==> src/rtl/biou_pkg.sv <==
// package for the box intersection-over-union block
// default sizes for the top level and an edge count shared with the front end, no dependencies
package biou_pkg;

  localparam int COORD_BITS_DEF = 16;
  localparam int FRAC_BITS_DEF  = 16;
  localparam int NUM_EDGES      = 8;

endpackage

==> src/rtl/biou_front.sv <==
// front end: intersection edges, box extents, areas and union
// three pipeline stages with local flow control, uses biou_pkg
module biou_front #(
  parameter int COORD_BITS = 16
) (
  input  logic                                        clk,
  input  logic                                        rst_n,
  input  logic                                        in_valid,
  output logic                                        in_ready,
  input  logic [biou_pkg::NUM_EDGES*COORD_BITS-1:0]   in_box,
  output logic                                        out_valid,
  input  logic                                        out_ready,
  output logic [2*COORD_BITS+1:0]                     out_num,
  output logic [2*COORD_BITS:0]                       out_den
);
  import biou_pkg::*;

  localparam int CW = COORD_BITS + 1;
  localparam int AW = 2 * COORD_BITS + 1;

  logic [COORD_BITS-1:0] al, at, ar, ab, bl, bt, br, bb;
  logic [COORD_BITS-1:0] il, it, ir, ib;

  logic          v1_r, v2_r, v3_r;
  logic          ready1, ready2, ready3;
  logic [CW-1:0] iw_r, ih_r, aw_r, ah_r, bw_r, bh_r;
  logic [CW-1:0] iw_nxt, ih_nxt, aw_nxt, ah_nxt, bw_nxt, bh_nxt;
  logic          empty_r, empty_nxt, empty2_r;
  logic [AW-1:0] inter_r, area_a_r, area_b_r;
  logic [AW-1:0] inter_nxt, area_a_nxt, area_b_nxt;
  logic [AW:0]   num_r, num_nxt;
  logic [AW-1:0] den_r, den_nxt;
  logic [AW:0]   area_sum;

  assign al = in_box[0*COORD_BITS +: COORD_BITS];
  assign at = in_box[1*COORD_BITS +: COORD_BITS];
  assign ar = in_box[2*COORD_BITS +: COORD_BITS];
  assign ab = in_box[3*COORD_BITS +: COORD_BITS];
  assign bl = in_box[4*COORD_BITS +: COORD_BITS];
  assign bt = in_box[5*COORD_BITS +: COORD_BITS];
  assign br = in_box[6*COORD_BITS +: COORD_BITS];
  assign bb = in_box[7*COORD_BITS +: COORD_BITS];

  assign ready3   = !v3_r || out_ready;
  assign ready2   = !v2_r || ready3;
  assign ready1   = !v1_r || ready2;
  assign in_ready = ready1;

  always_comb begin
    il = (al > bl) ? al : bl;
    it = (at > bt) ? at : bt;
    ir = (ar < br) ? ar : br;
    ib = (ab < bb) ? ab : bb;
    empty_nxt = (ir < il) || (ib < it);
    iw_nxt = CW'(ir) - CW'(il) + CW'(1);
    ih_nxt = CW'(ib) - CW'(it) + CW'(1);
    aw_nxt = CW'(ar) - CW'(al) + CW'(1);
    ah_nxt = CW'(ab) - CW'(at) + CW'(1);
    bw_nxt = CW'(br) - CW'(bl) + CW'(1);
    bh_nxt = CW'(bb) - CW'(bt) + CW'(1);
  end

  always_comb begin
    inter_nxt  = AW'(iw_r * ih_r);
    area_a_nxt = AW'(aw_r * ah_r);
    area_b_nxt = AW'(bw_r * bh_r);
  end

  always_comb begin
    area_sum = {1'b0, area_a_r} + {1'b0, area_b_r} - {1'b0, inter_r};
    if (empty2_r) begin
      num_nxt = '0;
      den_nxt = AW'(1);
    end else begin
      num_nxt = {1'b0, inter_r};
      den_nxt = area_sum[AW-1:0];
    end
  end

  always_ff @(posedge clk) begin
    if (!rst_n) begin
      v1_r <= 1'b0;
      v2_r <= 1'b0;
      v3_r <= 1'b0;
    end else begin
      if (ready1) v1_r <= in_valid;
      if (ready2) v2_r <= v1_r;
      if (ready3) v3_r <= v2_r;
    end
  end

  always_ff @(posedge clk) begin
    if (ready1 && in_valid) begin
      iw_r    <= iw_nxt;
      ih_r    <= ih_nxt;
      aw_r    <= aw_nxt;
      ah_r    <= ah_nxt;
      bw_r    <= bw_nxt;
      bh_r    <= bh_nxt;
      empty_r <= empty_nxt;
    end
    if (ready2 && v1_r) begin
      inter_r  <= inter_nxt;
      area_a_r <= area_a_nxt;
      area_b_r <= area_b_nxt;
      empty2_r <= empty_r;
    end
    if (ready3 && v2_r) begin
      num_r <= num_nxt;
      den_r <= den_nxt;
    end
  end

  assign out_valid = v3_r;
  assign out_num   = num_r;
  assign out_den   = den_r;

endmodule

==> config.mk <==
export PLATFORM = sky130hd
export DESIGN_NAME = biou_front
export DESIGN_NICKNAME = d
export VERILOG_FILES = /design/src/rtl/biou_pkg.sv /design/src/rtl/biou_front.sv
export SDC_FILE = /design/constraint.sdc
export NUM_CORES = 2
export LEC_CHECK = 0
export BUFFER_PORTS_ARGS = -buffer_cell sky130_fd_sc_hd__buf_4
export CAP_MARGIN = 20
export CORE_ASPECT_RATIO = 1.5
export CORE_MARGIN = 4
export CORE_UTILIZATION = 58
export DETAILED_ROUTE_END_ITERATION = 10
export GPL_TIMING_DRIVEN = 1
export MAX_ROUTING_LAYER = met4
export PLACE_DENSITY = 0.76
export SKIP_LAST_GASP = 1
export SYNTH_ARGS = -nofsm -noshare
export SYNTH_HDL_FRONTEND = slang
export SYNTH_SLANG_ARGS = --single-unit
==> constraint.sdc <==
create_clock -name clk -period 11.3 [get_ports clk]
set_input_delay 2.26 -clock clk [delete_from_list [all_inputs] [get_ports clk]]
set_output_delay 2.26 -clock clk [all_outputs]
set_load 0.05 [all_outputs]
# After elaboration in Yosys (flattened, before gate mapping)

Cells that the tools add are included.

Add/sub/neg operators: 14
$mul: 3
Order comparisons: 6
Muxes and demuxes: 4
Reductions and logical operators: 10

Operator list:

| cell                    | count |
|---|---|
| $add A17 B1 Y17 const B | 6 |
| $sub A16 B16 Y17        | 6 |
| $mul A17 B17 Y33        | 3 |
| $lt A16 B16 Y1          | 4 |
| $mux W16                | 4 |
| $add A33 B33 Y33        | 1 |
| $sub A33 B33 Y33        | 1 |
| $gt A16 B16 Y1          | 2 |
| $logic_or A1 B1 Y1      | 4 |
| $logic_and A1 B1 Y1     | 3 |
| $logic_not A1 Y1        | 3 |

Bits in registers: 273
Logic and storage cells: 54

# Longest topological paths before layout

Word-level depth: 5
Depth in mapped cells: 26
Depth with buffers taken out: 25

# Least setup slack after synthesis

OpenSTA, ideal clock, no wires.

Kind: in2reg
Start: input out_ready
End: register area_a_r[0] (enable)
Arrival: 9.596 ns
Data required time: 10.588 ns
Setup slack: 0.992 ns
Stages: 2
Cell sequence: nor2b_1 > a21boi_0

Word-level cells in the longest chain between the ends: 3

Ends and longest elaborated chain:

| element                | line              | source |
|---|---|---|
| start: declaration     | biou_front.sv:12  | `input logic out_ready,` |
| $logic_or A1 B1 Y1     | biou_front.sv:44  | `assign ready3 = !v3_r \|\| out_ready;` |
| $logic_or A1 B1 Y1     | biou_front.sv:45  | `assign ready2 = !v2_r \|\| ready3;` |
| $logic_and A1 B1 Y1    | biou_front.sv:102 | `if (ready2 && v1_r) begin` |
| end signal: assignment | biou_front.sv:104 | `area_a_r <= area_a_nxt;` |
| end: declaration       | biou_front.sv:29  | `logic [AW-1:0] inter_r, area_a_r, area_b_r;` |

No other way between the ends.
A chain may end at the register's enable or synchronous reset.

# Final worst setup path

Start: input in_box[97] (netlist bit)
End: register iw_r[15], data pin

Word-level cells in the longest chain between the ends: 4

Ends and longest elaborated chain:

| element                | line             | source |
|---|---|---|
| start: declaration     | biou_front.sv:10 | `input logic [biou_pkg::NUM_EDGES*COORD_BITS-1:0] in_box,` |
| $lt A16 B16 Y1         | biou_front.sv:52 | `ir = (ar < br) ? ar : br;` |
| $mux W16 *             | biou_front.sv:52 |  |
| $sub A16 B16 Y17 *     | biou_front.sv:55 | `iw_nxt = CW'(ir) - CW'(il) + CW'(1);` |
| $add A17 B1 Y17 *      | biou_front.sv:55 |  |
| via iw_nxt[15]         | biou_front.sv:27 | `logic [CW-1:0] iw_nxt, ih_nxt, aw_nxt, ah_nxt, bw_nxt, bh_nxt;` |
| end signal: assignment | biou_front.sv:94 | `iw_r <= iw_nxt;` |
| end: declaration       | biou_front.sv:26 | `logic [CW-1:0] iw_r, ih_r, aw_r, ah_r, bw_r, bh_r;` |

Mark *: on every way through the listed nets, which the timed path passes. The rest lies on a longest branch.

==> flow_metrics.py <==
metrics = {
    "setup_path": {
        "cpMostUsedCell": "a21o_1",
        "crit_path_max_fanout": 13,
        "crit_path_end_kind": "flip-flop",
        "crit_slowest_cell": "a2111oi_0",
        "crit_type": "in2reg",
        "r2r_cells": 19,
        "r2r-end": "area_b_r[31]$_DFFE_PP_",
        "critPathRequiredTime_ps": 11640,
        "rrSetupSlack_ps": 4090,
        "startpoint_type": "input pin",
        "crit_path_end": "iw_r[15]$_DFFE_PP_",
        "critical_path.max_stage_delay_ps": 680,
        "path_cells": "buf_4 > inv_1 > ha_1 > a21o_1 > a21o_1 > a21o_1 > a21o_1 > a21oi_1 > o21ai_1 > a21oi_2 > buf_4 > mux2_2 > ha_1 > fa_1 > nor2b_1 > o21ai_0 > a21boi_0 > o21ai_1 > a211oi_1 > a2111oi_0 > o31ai_1 > a21oi_1 > xnor2_1",
        "startpoint": "in_box[97]",
        "arrival_ps": 7620,
        "r2r_start": "bw_r[8]$_DFFE_PP_",
    },
    "yosys": {
        "synth-async-reset-ratio": 0,
        "synth_common_cells": "1109 x inv_1, 721 x fa_1, 597 x ha_1",
        "synth_most_common_cell": "inv_1",
        "netlist_area_mm2": 0.0473,
        "syn-num-nets": 6471,
        "yosysTopAreaCellShare": 0.305,
        "ys.flop_type": "edfxtp_1",
        "synthDistinctLibCells": 77,
        "yosysTopAreaCell": "fa_1",
        "ys_ff_latch": 272,
        "synth-edff-count": 269,
        "yosysSeqAreaShare": 0.172,
        "synthCells": 5021,
        "postSynthAreaPerCell_um2": 9.41,
        "yosysWarnings": 0,
        "yosys-top-cells-area": "fa_1 31%, edfxtp_1 17%, ha_1 16%",
    },
    "sta": {
        "max_slew_margin": 0.304,
        "worst_pin_slew_ps": 1040,
        "fmax_mhz": 137,
        "fin_hold_ws_ps": 453,
        "drv_slew": 0,
        "fin_skew_ps": 54.4,
        "hold_viol_final": 0,
        "period_needed_ps": 7280,
        "setup_violations": 0,
        "rsz0062_at_grt": "false",
        "final.setup.tns_ps": 0,
        "min_period_over_period": 0.645,
    },
    "layout": {
        "final_area_mm2": 0.0509,
        "synthToLayoutAreaGrowth_pct": 7.59,
        "fin_nets": 6593,
        "nFillCells": 6746,
        "seqCellArea_mm2": 0.00814,
        "multiInputGateArea_mm2": 0.0345,
        "utilization": 0.628,
        "post_route_cells_drive_above_1_share": 0.0650,
    },
    "floorplanning": {
        "num_io_pins": 201,
        "die_y_um": 358,
        "coreArea_mm2": 0.0810,
        "die_x_um": 241,
        "start_util": 0.583,
        "die-area_mm2": 0.0862,
        "rows": 128,
    },
    "route": {
        "finalWirelength_mm": 134,
        "vias": 35400,
        "antenna_left": 0,
        "wl_per_cell_um": 21.6,
        "first_pass_iters": 6,
        "via_per_inst": 5.70,
        "route.detailed.drc": 0,
        "drtIter0Drc": 2376,
    },
    "grt": {
        "grt_first_pass_wirelength_mm": 210,
        "grt_max_degree": 69,
        "grt_pass1_vias": 38100,
        "antenna_found_initial": 4,
        "gr-usage-all-layers": 0.330,
        "grt_overflow": 0,
    },
    "cts": {
        "post_cts_buffers": 0,
        "cts_resized": 0,
        "cts-buffers-inserted": 30,
        "cts_tree": "yes",
        "insertion_delay_ps": 640,
        "cts_hold_buf": 0,
        "path_clk_slew_ps": 60,
        "cts_buffer_depth": 3,
        "cts.htree.levels": 1,
        "cts.sinks": 272,
        "root_buffer": "clkbuf_16",
    },
    "run": {
        "timing.max_cap.violations": 0,
    },
    "place": {
        "dpl.hpwl_mm": 113,
        "portBuffers": 199,
        "place_area_mm2": 0.0498,
        "globalplace.congestion": 0.996,
    },
    "min_path": {
        "min_path_type": "reg2reg",
    },
    "status": {
        "status": "completed",
    },
}
==> per-stage QoR <==
stage                     setup WS [ps]  std cells
after floorplan                     992       5021
after global placement             3510       6151
after detailed placement           3480       6151
after CTS                          4080       6206
after global routing               3700       6210
final                              4020       6212
==> worst min path at each step <==
stage	from	depth (start not counted)	endpoint	slack, ps
after detailed placement	empty_r$_DFFE_PP_	0	empty2_r$_DFFE_PP_	450
final	empty_r$_DFFE_PP_	0	empty2_r$_DFFE_PP_	450
after global routing	empty_r$_DFFE_PP_	0	empty2_r$_DFFE_PP_	460
after floorplan	empty_r$_DFFE_PP_	0	empty2_r$_DFFE_PP_	400
after CTS	empty_r$_DFFE_PP_	0	empty2_r$_DFFE_PP_	460
after global placement	empty_r$_DFFE_PP_	0	empty2_r$_DFFE_PP_	450
==> final cells by class <==
type / count / share of cell area
inverters: 1109 / 0.0819
flip-flops and latches: 272 / 0.160
clock buffers: 33 / 0.0150
multi-input cells: 3495 / 0.678
clock inverters: 22 / 0.00495
repair buffers: 235 / 0.0347
well taps: 1040 / 0.0256
diodes: 6 / 0.000295
==> layer usage <==
metal | global-route usage | wire length [µm]
met4 | 0.169 | 9160
met2 | 0.578 | 69000
met1 | 0.367 | 47800
met5 | - | 0
met3 | 0.0428 | 8480
==> layout by cell type, fill, tap and decap left out, types with 7 or more instances in the layout <==
| cell type | count |
|---|---|
| o21a_1 | 30 |
| a21o_1 | 98 |
| nand2b_1 | 25 |
| fa_1 | 721 |
| clkinv_1 | 7 |
| or2_2 | 11 |
| xor2_1 | 57 |
| nor3_1 | 28 |
| o21ai_0 | 88 |
| o21ai_1 | 15 |
| a221oi_1 | 9 |
| or3_1 | 12 |
| a21oi_1 | 181 |
| and3_1 | 13 |
| inv_1 | 1109 |
| mux2_2 | 25 |
| edfxtp_1 | 269 |
| o31ai_1 | 10 |
| nor2b_1 | 72 |
| buf_4 | 235 |
| a31oi_1 | 16 |
| o21bai_1 | 19 |
| and2_1 | 383 |
| xnor2_1 | 126 |
| a21boi_0 | 9 |
| a211oi_1 | 18 |
| nand2_1 | 590 |
| clkbuf_16 | 30 |
| nand3_1 | 28 |
| mux2i_1 | 15 |
| nor2_1 | 160 |
| nand4_1 | 27 |
| ha_1 | 597 |
| a2111o_1 | 8 |
==> logic make-up (layout without fill, tap and decap cells) <==
group           Yosys count  in the layout  share of synthesized area
xor+xnor                183            183                     0.0339
compound gates          581            581                     0.0799
mux                      46             46                     0.0106
other cells               1              7                  0.0000793
simple gates           1366           1366                      0.140
fa+ha+maj              1318           1318                      0.463
flops                   272            272                      0.172
buf+inv                1254           1399                     0.0998
==> sequential cells by signal, indices dropped and copies added (netlist names) <==
name,cells
out_num,33
empty2_r,1
bh_r,17
bw_r,17
aw_r,17
area_b_r,33
area_a_r,33
v1_r,1
v2_r,1
out_den,33
iw_r,17
inter_r,33
out_valid,1
ah_r,17
empty_r,1
ih_r,17
==> worst max-delay path, delay by kind of cell <==
| kind | cells | cell delay (ps) |
|---|---|---|
| muxes | 1 | 360 |
| adders and majority gates | 3 | 980 |
| buffers and inverters | 3 | 550 |
| xor gates and xnor gates | 1 | 80 |
| and+or+nand+nor | 1 | 150 |
| AOI/OAI and AO/OA | 14 | 3210 |
Power is not shown: default switching activity piles up to over one toggle a cycle in this logic, so the estimate is an artifact.
