## src/rtl/biou_pkg.sv

```systemverilog
// package for the box intersection-over-union block
// default sizes for the top level and an edge count shared with the front end, no dependencies
package biou_pkg;

  localparam int COORD_BITS_DEF = 16;
  localparam int FRAC_BITS_DEF  = 16;
  localparam int NUM_EDGES      = 8;

endpackage

```

## src/rtl/biou_div_cell.sv

```systemverilog
// one cell of the restoring divider chain, one quotient bit per cell
// registered output with local flow control, uses biou_pkg
module biou_div_cell #(
  parameter int COORD_BITS = 16,
  parameter int FRAC_BITS  = 16
) (
  input  logic                    clk,
  input  logic                    rst_n,
  input  logic                    in_valid,
  output logic                    in_ready,
  input  logic [2*COORD_BITS+1:0] in_rem,
  input  logic [2*COORD_BITS:0]   in_den,
  input  logic [FRAC_BITS:0]      in_quot,
  output logic                    out_valid,
  input  logic                    out_ready,
  output logic [2*COORD_BITS+1:0] out_rem,
  output logic [2*COORD_BITS:0]   out_den,
  output logic [FRAC_BITS:0]      out_quot
);
  import biou_pkg::*;

  localparam int AW = 2 * COORD_BITS + 1;
  localparam int QW = FRAC_BITS + 1;

  logic          v_r;
  logic          ge;
  logic [AW:0]   diff;
  logic [AW:0]   rem_r, rem_nxt;
  logic [AW-1:0] den_r;
  logic [QW-1:0] quot_r, quot_nxt;

  assign in_ready = !v_r || out_ready;

  always_comb begin
    ge       = in_rem >= {1'b0, in_den};
    diff     = in_rem - {1'b0, in_den};
    rem_nxt  = ge ? {diff[AW-1:0], 1'b0} : {in_rem[AW-1:0], 1'b0};
    quot_nxt = {in_quot[QW-2:0], ge};
  end

  always_ff @(posedge clk) begin
    if (!rst_n) begin
      v_r <= 1'b0;
    end else if (in_ready) begin
      v_r <= in_valid;
    end
  end

  always_ff @(posedge clk) begin
    if (in_ready && in_valid) begin
      rem_r  <= rem_nxt;
      den_r  <= in_den;
      quot_r <= quot_nxt;
    end
  end

  assign out_valid = v_r;
  assign out_rem   = rem_r;
  assign out_den   = den_r;
  assign out_quot  = quot_r;

endmodule

```

## config.mk

```make
export PLATFORM = sky130hd
export DESIGN_NAME = biou_div_cell
export DESIGN_NICKNAME = d
export VERILOG_FILES = /design/src/rtl/biou_pkg.sv /design/src/rtl/biou_div_cell.sv
export SDC_FILE = /design/constraint.sdc
export NUM_CORES = 1
export LEC_CHECK = 0
export ABC_AREA = 1
export BUFFER_PORTS_ARGS = -buffer_cell sky130_fd_sc_hd__buf_2
export CAP_MARGIN = 5
export CORE_MARGIN = 2
export CORE_UTILIZATION = 57
export CTS_CLUSTER_DIAMETER = 200
export DETAILED_ROUTE_END_ITERATION = 8
export MAX_ROUTING_LAYER = met4
export PLACE_DENSITY = 0.93
export SYNTH_ARGS = -nofsm -noshare
export SYNTH_HDL_FRONTEND = slang
export SYNTH_SLANG_ARGS = --single-unit
```

## constraint.sdc

```tcl
create_clock -name clk -period 7.2 [get_ports clk]
set_input_delay 0.36 -clock clk [delete_from_list [all_inputs] [get_ports clk]]
set_output_delay 0.36 -clock clk [all_outputs]
set_load 0.02 [all_outputs]
```

## Word level (Yosys, flattened, before mapping)

Cells that the tools add are included.

| operators by class | value |
|---|---|
| add/sub/neg operators | 1 |
| magnitude comparators | 1 |
| muxes and demuxes | 1 |
| reductions and logical operators | 3 |

Operators with widths:

| cell | count |
|---|---|
| >= comparator 34 x 33 -> 1 bit | 1 |
| 2-to-1 mux 34 bit | 1 |
| subtractor 33 bit | 1 |
| logical AND 1 bit | 1 |
| zero test 1 bit | 1 |
| logical OR 1 bit | 1 |

| word-level totals | value |
|---|---|
| bits in registers | 85 |
| bits of input ports | 88 |
| output and inout port bits | 86 |
| word-level logic and storage cells | 10 |

## Logic depth before layout (Yosys ltp)

Gate-level depths: netlist of run 1.

| logic depth | value |
|---|---|
| word-level depth | 3 |
| gate-level depth with buffers | 15 |
| gate-level depth less buffers | 15 |

## Least setup slack after synthesis of run 1

No wires, ideal clock.

| timing | value |
|---|---|
| kind | reg2reg |
| start point | register v_r, in the netlist out_valid |
| end point | register den_r[0], in the netlist out_den[0], enable pin |
| setup time | 0.552 ns |
| arrival | 4.445 ns |
| required time | 6.648 ns |
| path slack | 2.203 ns |
| stages on the path, launching flop included | 2 |
| buffers on the path | 0 |
| period minus slack after synthesis | 4.997 ns |
| path through | dfxtp_1 a21oi_1 |

| between the ends | value |
|---|---|
| word-level cells in the longest chain between the ends | 3 |

RTL lines:

| what | line | RTL |
|---|---|---|
| from (decl) | biou_div_cell.sv:25 | `logic v_r;` |
| from (signal assigned) | biou_div_cell.sv:45 | `v_r <= in_valid;` |
| zero test 1 bit | biou_div_cell.sv:32 | `assign in_ready = !v_r \|\| out_ready;` |
| logical OR 1 bit | biou_div_cell.sv:32 |  |
| logical AND 1 bit | biou_div_cell.sv:50 | `if (in_ready && in_valid) begin` |
| to (signal assigned) | biou_div_cell.sv:52 | `den_r <= in_den;` |
| to (decl) | biou_div_cell.sv:29 | `logic [AW-1:0] den_r;` |

Every way passes these cells.
A chain may end at the register's enable or synchronous reset.

## Worst setup path after layout of run 1

| timing | value |
|---|---|
| start point | input port in_rem[0] |
| end point | register rem_r[25], in the netlist out_rem[25], data pin |

| between the ends | value |
|---|---|
| word-level cells in the longest chain between the ends | 2 |
| elaborated cells on any way between the ends | 3 |
| classes of those cells | add/sub: 1; order compare: 1; mux: 1 |

RTL lines:

| what | line | RTL |
|---|---|---|
| from (decl) | biou_div_cell.sv:11 | `input logic [2*COORD_BITS+1:0] in_rem,` |
| subtractor 33 bit / >= comparator 34 x 33 -> 1 bit (equally long branches) | biou_div_cell.sv:36, biou_div_cell.sv:35 |  |
| 2-to-1 mux 34 bit * | biou_div_cell.sv:37 | `rem_nxt = ge ? {diff[AW-1:0], 1'b0} : {in_rem[AW-1:0], 1'b0};` |
| named net rem_nxt[25] | biou_div_cell.sv:28 | `logic [AW:0] rem_r, rem_nxt;` |
| to (signal assigned) | biou_div_cell.sv:51 | `rem_r <= rem_nxt;` |
| to (decl) | biou_div_cell.sv:28 |  |

Mark *: on every way through the listed nets, which the timed path passes. The rest lies on a longest branch.

==> impl_metrics.toml, run 1 <==
[global_route]
grtUsageMet1 = 0.357
grt_pass1_wl_um = 23400
met2_usage = 0.447
grt_pass1_vias = 5008
gr-usage-met3 = 0.0383
grt_overflow_total = 0
grt.total_usage = 0.274
busiest_layer = "met2"
antenna_found_initial = 0
grt_max_degree = 48

[synthesis]
synth_top_area_share = 0.425
synth-async-reset-ratio = 0
yosysWarningCount = 0
synth_edf_count = 83
ys_seq_elements = 84
post-synth-top-area-cell = "edfxtp_1"
synth_cell_types = 32
synth_top_flop_cell = "edfxtp_1"
synthTopCellsByArea = "edfxtp_1, nand2_1, inv_1"
syn_inst = 770
syn_avg_cell_area_um2 = 7.62
synth_seq_area_share = 0.428
synth.most_common_cell = "nand2_1"
netlist_area_mm2 = 0.00587
syn-num-nets = 892
synth_common_cells = "nand2_1, inv_1, edfxtp_1"

[sta]
holdWs_ps = 163
relSlewSlack = 0.224
period_minus_slack_ps = 2450
worst_clock_skew_ps = 7.29
fin_crit_sh = 0.340
rsz0062_at_grt = "no"
worst_pin_slew_ps = 1160
setup_viol = 0
final-max-slew-violation-count = 0
finalSetupTns_ps = 0
max_freq_ghz = 0.409
hold_viol_final = 0

[pwr]
power_density_mw_per_mm2 = 193
p_total_mw = 1.36
p_leak_nw = 3.86
peakVddDrop_mv = 0.118

[cells_and_area]
drive_gt1_frac = 0.246
filler_cell_count = 889
fin_nets = 1065
area_growth_pct = 19.9
diodes = 0
multiInputGateArea_mm2 = 0.00268
final_util = 0.694
sequential_cell_area_mm2 = 0.00251

[cts]
cts_root_buf = "clkbuf_8"
clk_latency_ps = 360
cts_resized = 0
post-cts-setup-buffers = 0
clockBufferDepth = 2
cts_tree = "yes"
cts_hold_buf = 0
htree_num_levels = 3
cts_num_sinks = 84
cts_buffers = 9
cts.clk_slew.worst_paths_ps = 90

[min_path]
hold_path_depth = 1
worstHoldStart = "in_quot[7]"
hold_path_end = "out_quot[8]"
hp-class = "input pin to flop"

[route]
ant_nets = 0
wl_um = 14600
dr.pass1.iters = 5
drtIter0Drc = 291
vias = 5328
vias_per_cell = 4.92
drc_errors = 0
wl_per_cell_um = 13.5

[critical_path]
crit_chain = "buf_2 -> inv_1 -> ha_1 -> inv_1 -> fa_1 -> nand3_1 -> nand3_2 -> nand2_2 -> nand2_2 -> nand2_4 -> nand2_8 -> nand3_2 -> nand2_1"
r2r_start = "out_valid"
crit_type = "input pin to flop"
rr_worst_depth = 2
rr_endpoint = "out_quot[15]"
cp_data_arrival_time_ps = 2580
critPathBufInv = 3
critPathSlowestCell = "fa_1"
critical_path_required_ps = 7330
r2r_slack_ps = 4930
start_kind = "input pin"
worst_path_largest_cell_delay_ps = 410
crit_family = "simple AND/OR/NAND/NOR gates"
cp_max_fo = 35
setup.worst_path.end_class = "flop"

[floorplan]
io_pins = 174
die_h_um = 105
core_mm2 = 0.0101
start_util = 0.579
die_x_um = 105
dieArea_mm2 = 0.0111
row_count = 37

[placed_design]
dp.final_hpwl_um = 11300
portBuffers = 171
place.gp.congestion = 0.923

[run]
maxCapViolCount = 0

[outcome]
status = "completed"
routing by layer:
layer	routed length (µm)	up-vias	share of wire
met3	987	19	0.068
met5	0	-	0
met4	210	0	0.014
met2	6860	206	0.47
met1	6540	2360	0.45
li1	-	2743	-
registers in the layout, summed over array words and instances (netlist names):
signal	cells
out_den	33
out_rem	33
out_quot	17
out_valid	1
report_power, final:
| part | switching [mW] | internal (mW) |
|---|---|---|
| Sequential | 0.00928 | 0.592 |
| Clock | 0.190 | 0.164 |
| Combinational | 0.270 | 0.135 |
kinds of logic (layout without fill, tap and decap cells):
group	Yosys count	count (layout)	share of synthesized area
flops	84	84	0.428
fa+ha+maj	34	34	0.0737
buf+inv	172	350	0.117
xor+xnor	14	14	0.0209
compound gates	26	26	0.0234
simple gates	439	439	0.336
other cells	1	1	0.000639
stage by stage:
step	instance area, µm²	worst slack [ps]	cells
final	7040	4750	1084
after global routing	7040	4610	1084
after CTS	7040	4770	1084
after detailed placement	6840	4390	1068
after global placement	6840	4430	1068
after floorplan	5870	2200	770
worst max path at each step:
stage                     cells after the start  startpoint          end
after floorplan                               1   out_valid   out_den[0]
after global placement                       13   in_rem[0]  out_rem[25]
after detailed placement                     13   in_rem[0]  out_rem[25]
after CTS                                    13   in_rem[0]  out_rem[25]
after global routing                         13   in_rem[0]  out_rem[25]
final                                        13   in_rem[0]  out_rem[25]
worst register-to-register path, delay by kind of cell, from the launching register on:
family                 cells  cell delay, ps
DFF                        1             350
buffers and inverters      1             630
AOI/OAI and AO/OA          1             900
cell usage in the layout (no fill, tap or decap), types with 3 or more instances in the layout:
cell type,count
and2_1,7
nand3_2,15
edfxtp_1,83
nand3_1,55
nor2_1,34
a21oi_1,21
nand2_2,7
nand3b_1,10
buf_2,171
nor2_2,5
inv_2,8
xor2_1,13
nor3_1,7
clkbuf_8,9
nand2_1,288
inv_1,153
ha_1,33
nor3_2,3
area by class of cell:
class | instances | area share
multi-input cells | 514 | 0.381
flip-flops and latches | 84 | 0.357
repair buffers | 173 | 0.124
inverters | 161 | 0.0859
well taps | 136 | 0.0242
clock buffers | 10 | 0.0181
clock inverters | 6 | 0.0101
Power figures use the tool's default switching activity.
==> run 2, diff against run 1 <==
--- a/config.mk
+++ b/config.mk
@@ -5,15 +5,15 @@
 export SDC_FILE = /design/constraint.sdc
 export NUM_CORES = 1
 export LEC_CHECK = 0
-export ABC_AREA = 1
+export ABC_AREA = 0
 export BUFFER_PORTS_ARGS = -buffer_cell sky130_fd_sc_hd__buf_2
 export CAP_MARGIN = 5
 export CORE_MARGIN = 2
-export CORE_UTILIZATION = 57
+export CORE_UTILIZATION = 46
 export CTS_CLUSTER_DIAMETER = 200
 export DETAILED_ROUTE_END_ITERATION = 8
 export MAX_ROUTING_LAYER = met4
-export PLACE_DENSITY = 0.93
+export PLACE_DENSITY = 0.84
 export SYNTH_ARGS = -nofsm -noshare
 export SYNTH_HDL_FRONTEND = slang
 export SYNTH_SLANG_ARGS = --single-unit
==> constraint.sdc (replaced) <==
create_clock -name clk -period 2.05 [get_ports clk]
set_input_delay 0.1025 -clock clk [delete_from_list [all_inputs] [get_ports clk]]
set_output_delay 0.1025 -clock clk [all_outputs]
set_load 0.02 [all_outputs]
==> run 2 against run 1 <==
Net effect:
- the flow now finishes with violations (setup timing)
- critical endpoint is now out_rem[15]
- critical path depth unchanged
- routed wire length increased by 7.1%
- largest power group unchanged
- flip-flop and latch count unchanged
- core utilization increased by 7.4 points
- cell count decreased by 13%
- worst hold slack got worse by 160 ps
- area after synthesis decreased by 17%
- worst setup slack got worse by 4900 ps
- combinational power increased to 4.6 times the previous value
- count of clock-buffer cells in the layout decreased by 1
- first-iteration DRC count decreased by 18%
==> impl_metrics.toml, run 2 <==
[global_route]
grt_pass1_vias = 5031
grt_max_degree = 52
grt_pass1_wl_um = 24300
antenna_found_initial = 0
grt_overflow_total = 0
grt.total_usage = 0.280

[cells_and_area]
filler_cell_count = 689
final_common_cell = "buf_2"
layout_common_cells = "buf_2, buf_4, edfxtp_1"
diodes = 0
area_growth_pct = 62.3
drive_gt1_frac = 0.478
fin_nets = 923
final_util = 0.768

[pwr]
peakVddDrop_mv = 0.346
power_density_mw_per_mm2 = 654
p_total_mw = 5.18
p_leak_nw = 3.69

[run]
maxCapViolCount = 0

[route]
vias_per_cell = 5.25
wl_per_cell_um = 16.6
wl_um = 15600
dr.pass1.iters = 4
drtIter0Drc = 239
drc_errors = 0
vias = 4944
ant_nets = 0

[critical_path]
r2r_start = "out_valid"
r2r_slack_ps = 670
cp_max_fo = 6
critical_path_required_ps = 2180
crit_type = "input pin to flop"
cp_data_arrival_time_ps = 2370
setup.worst_path.end_class = "flop"
start_kind = "input pin"
critPathLaunch = "in_rem[0]"

[cts]
cts_tree = "yes"
cts_num_sinks = 84
clk_latency_ps = 390
htree_num_levels = 3
cts_root_buf = "clkbuf_8"
clockBufferDepth = 2
cts_buffers = 9
cts.clk_slew.worst_paths_ps = 110

[floorplan]
io_pins = 174
dieArea_mm2 = 0.0115
die_h_um = 107
start_util = 0.473
core_mm2 = 0.0103
row_count = 37
die_x_um = 107

[synthesis]
synth_top_area_share = 0.510
syn-num-nets = 574
synth_edf_count = 83
syn_inst = 452
syn_avg_cell_area_um2 = 10.8
synth_top_flop_cell = "edfxtp_1"
post-synth-top-area-cell = "edfxtp_1"
netlist_area_mm2 = 0.00488
synthTopCellsByArea = "edfxtp_1, ha_1, o21ai_0"
ys_seq_elements = 84
synth.most_common_cell = "edfxtp_1"
synth_common_cells = "edfxtp_1, nand2_1, inv_1"
synth_cell_types = 56
synth-async-reset-ratio = 0
yosysWarningCount = 0
synth_seq_area_share = 0.514

[sta]
setup_ws_ps = -190
fin_crit_sh = 1.09
rsz0062_at_grt = "yes"
worst_clock_skew_ps = 16.1
setup_viol = 34
max_freq_ghz = 0.447
final-max-slew-violation-count = 0
hold_viol_final = 0
period_minus_slack_ps = 2240

[placed_design]
place.gp.congestion = 0.924
dp.final_hpwl_um = 10400
portBuffers = 171

[outcome]
violations = "setup timing"
status = "complete, but fails checks"

[min_path]
worstHoldStart = "in_rem[26]"
hp-class = "input pin to flop"
## run 2: cell families after synthesis
| group | synth area share |
|---|---|
| simple gates | 0.104 |
| other cells | 0.000768 |
| flops | 0.514 |
| mux | 0.00461 |
| fa+ha+maj | 0.0886 |
| compound gates | 0.181 |
| buf+inv | 0.0561 |
| xor+xnor | 0.0502 |
## run 2: final timing paths
check,to,depth (start not counted)
hold / removal,out_rem[27],3
hold reg to reg,out_rem[27],3
setup reg to reg,out_rem[15],3
setup / recovery,out_rem[15],13
## run 2: area by class of cell
type	count	area, µm²	share of cell area
Clock inverter	7	66.3	0.00836
Clock buffer	9	124	0.0156
Inverter	46	185	0.0234
Multi-Input combinational cell	308	2360	0.298
Sequential cell	84	2510	0.317
Tap cell	136	170	0.0215
Timing Repair Buffer	352	2510	0.317
## run 2: critical path, cell delays in order
cell      delay, ps
buf_12          110
inv_12           40
ha_4            120
inv_2            40
fa_2            340
a21o_1          210
a221oi_4        300
o21ai_2         110
a21oi_2         230
o31ai_4         100
a21oi_4         200
buf_12          170
mux2_4          290
## run 2: stage by stage
| step | hold WS [ps] | instances | worst slack (ps) | instance area (µm²) | setup TNS (ps) |
|---|---|---|---|---|---|
| floorplan | 201 | 452 | -469 | 4940 | -13710 |
| global placement | 279 | 867 | -601 | 6830 | -18060 |
| detailed placement | 281 | 867 | -660 | 6830 | -19950 |
| CTS | 4.94 | 941 | -139 | 7830 | -2060 |
| global route | 16.1 | 942 | -311 | 7930 | -6470 |
| finish | 7.34 | 942 | -190 | 7930 | -3060 |
## run 2: where the power goes
part           switching (mW)  total, mW  internal [mW]
registers              0.0392       2.12           2.08
logic                   0.985       1.88          0.895
clock network           0.710       1.18          0.471
total                    1.73       5.18           3.45
## run 2: metal layers
metal | track usage | vias to the layer above | share of wire
li1 | - | 2348 | -
met1 | 0.326 | 2392 | 0.40
met2 | 0.492 | 174 | 0.52
met3 | 0.0444 | 30 | 0.052
met4 | 0.0974 | 0 | 0.024
met5 | - | - | 0
## run 2: repair_timing
action,CTS,global route
endpoints found under the setup margin,34,34
hold buffers,49,0
gates resized for setup,62,25
hold endpoints to repair,48,0
pin swaps,32,13
setup buffers,6,2
cloned,3,1
==> run 3, diff against run 2 <==
--- a/config.mk
+++ b/config.mk
@@ -14,6 +14,7 @@
 export DETAILED_ROUTE_END_ITERATION = 8
 export MAX_ROUTING_LAYER = met4
 export PLACE_DENSITY = 0.84
+export SETUP_SLACK_MARGIN = 0.4
 export SYNTH_ARGS = -nofsm -noshare
 export SYNTH_HDL_FRONTEND = slang
 export SYNTH_SLANG_ARGS = --single-unit
==> run 3 against run 2 <==
Net effect:
- the flow still finishes with violations (setup timing)
- largest cell class unchanged
- clock skew down 9.1 ps
- non-clock buffer count down 7
- total power down 0.25%
- worst setup slack worse by 29 ps
- cell count down 0.64%
- critical endpoint is now out_rem[33]
- largest power group unchanged
==> impl_metrics.toml, run 3 (synthesis results as in run 2) <==
[pwr]
power_density_mw_per_mm2 = 652
p_total_mw = 5.17
p_leak_nw = 3.64
power_frac_comb = 0.362
switching_share = 0.337
clkPwrFrac = 0.227
power_switching_mw = 1.74
seqPwrFrac = 0.411
p_int_mw = 3.43
peakVddDrop_mv = 0.330

[run]
maxCapViolCount = 0

[floorplan]
die_h_um = 107
core_mm2 = 0.0103
dieArea_mm2 = 0.0115
row_count = 37
io_pins = 174
die_x_um = 107
start_util = 0.473

[sta]
final-max-slew-violation-count = 0
setup_viol = 34
fin_crit_sh = 1.11
holdWs_ps = 6.14
rsz0062_at_grt = "yes"
max_freq_ghz = 0.441
period_minus_slack_ps = 2270
hold_viol_final = 0
setup_ws_ps = -218
worst_clock_skew_ps = 7.03

[cells_and_area]
layout_common_cells = "buf_2, buf_4, edfxtp_1"
fin_nets = 916
finalInstanceArea_mm2 = 0.00794
final_common_cell = "buf_2"
drive_gt1_frac = 0.469
area_growth_pct = 62.4

[cts]
clockBufferDepth = 2
cts_tree = "yes"
cts.clk_slew.worst_paths_ps = 90
cts_num_sinks = 84
cts_root_buf = "clkbuf_8"
clk_latency_ps = 370
cts_buffers = 9
htree_num_levels = 3

[critical_path]
cp_max_fo = 3
setup.worst_path.end_class = "flop"
cp_data_arrival_time_ps = 2400
start_kind = "input pin"
crit_type = "input pin to flop"
critical_path_required_ps = 2180

[placed_design]
place.gp.congestion = 0.885
post-place-ws_ps = -657
portBuffers = 171
postPlaceCellArea_mm2 = 0.00676
dp.final_hpwl_um = 10500

[route]
ant_nets = 0
wl_per_cell_um = 17.0
wl_um = 15900
dr.pass1.iters = 5
vias_per_cell = 5.22
drc_errors = 0
drtIter0Drc = 320
vias = 4885

[global_route]
busiest_layer = "met2"
grt_overflow_total = 0
grt_pass1_vias = 4810
grt_pass1_wl_um = 23400
gr-usage-met3 = 0.0340
grt.total_usage = 0.273
grt_max_degree = 55
met2_usage = 0.477
antenna_found_initial = 1
grtUsageMet1 = 0.322

[min_path]
hp-class = "input pin to flop"

[outcome]
status = "complete, but fails checks"
violations = "setup timing"
[run 3: area by class of cell]
| cell class | count | area (µm²) |
|---|---|---|
| Fill cell | 660 | 2390 |
| Sequential cell | 84 | 2510 |
| Antenna cell | 1 | 2.50 |
| Tap cell | 136 | 170 |
| Timing Repair Buffer | 345 | 2400 |
| Clock inverter | 7 | 63.8 |
| Multi-Input combinational cell | 308 | 2470 |
| Inverter | 46 | 185 |
| Clock buffer | 9 | 124 |
[run 3: worst max-delay path: stages]
cell	delay, ps
buf_12	110
inv_12	40
ha_4	120
inv_2	40
fa_2	330
a21o_1	210
a221oi_4	300
o211ai_1	150
a21o_1	240
a211oi_4	330
o311ai_2	160
xnor2_1	200
o21ai_1	80
[run 3: power by group through the flow]
stage               clock network [mW]  registers, mW  logic [mW]
floorplan                            0           2.35       0.678
global placement                     0           2.16        1.49
detailed placement                   0           2.16        1.53
CTS                               1.18           2.12        1.75
global route                      1.24           2.14        2.00
finish                            1.18           2.13        1.87
[run 3: stage by stage]
stage / utilization / cells / TNS [ps]
5_1_grt: 0.769 / 936 / -6550
2_1_floorplan: - / 452 / -13710
4_1_cts: 0.753 / 931 / -1440
3_5_place_dp: 0.654 / 859 / -19360
6_report: 0.769 / 936 / -3560
3_3_place_gp: 0.654 / 859 / -17190
[run 3: layer usage]
layer	wire length [µm]	up-vias
met1	6300	2304
met3	861	40
met2	8290	202
li1	-	2339
met5	0	-
met4	428	0
[run 3: worst paths after layout]
| check | slack, ps | end | startpoint | depth (start not counted) |
|---|---|---|---|---|
| max reg2reg | 750 | out_den[14] | out_valid | 3 |
| min reg2reg | 990 | out_den[28] | out_valid | 3 |
| min | 6 | out_den[19] | in_den[19] | 2 |
| max | -220 | out_rem[33] | in_rem[0] | 13 |
[run 3: timing repair]
action                                  CTS  global route
hold buffers                             50             0
buffers inserted                          5             2
cloned                                    1             2
endpoints found under the setup margin   34            34
pin swaps                                40            26
resized for setup                        68            23
hold endpoints to repair                 49             0
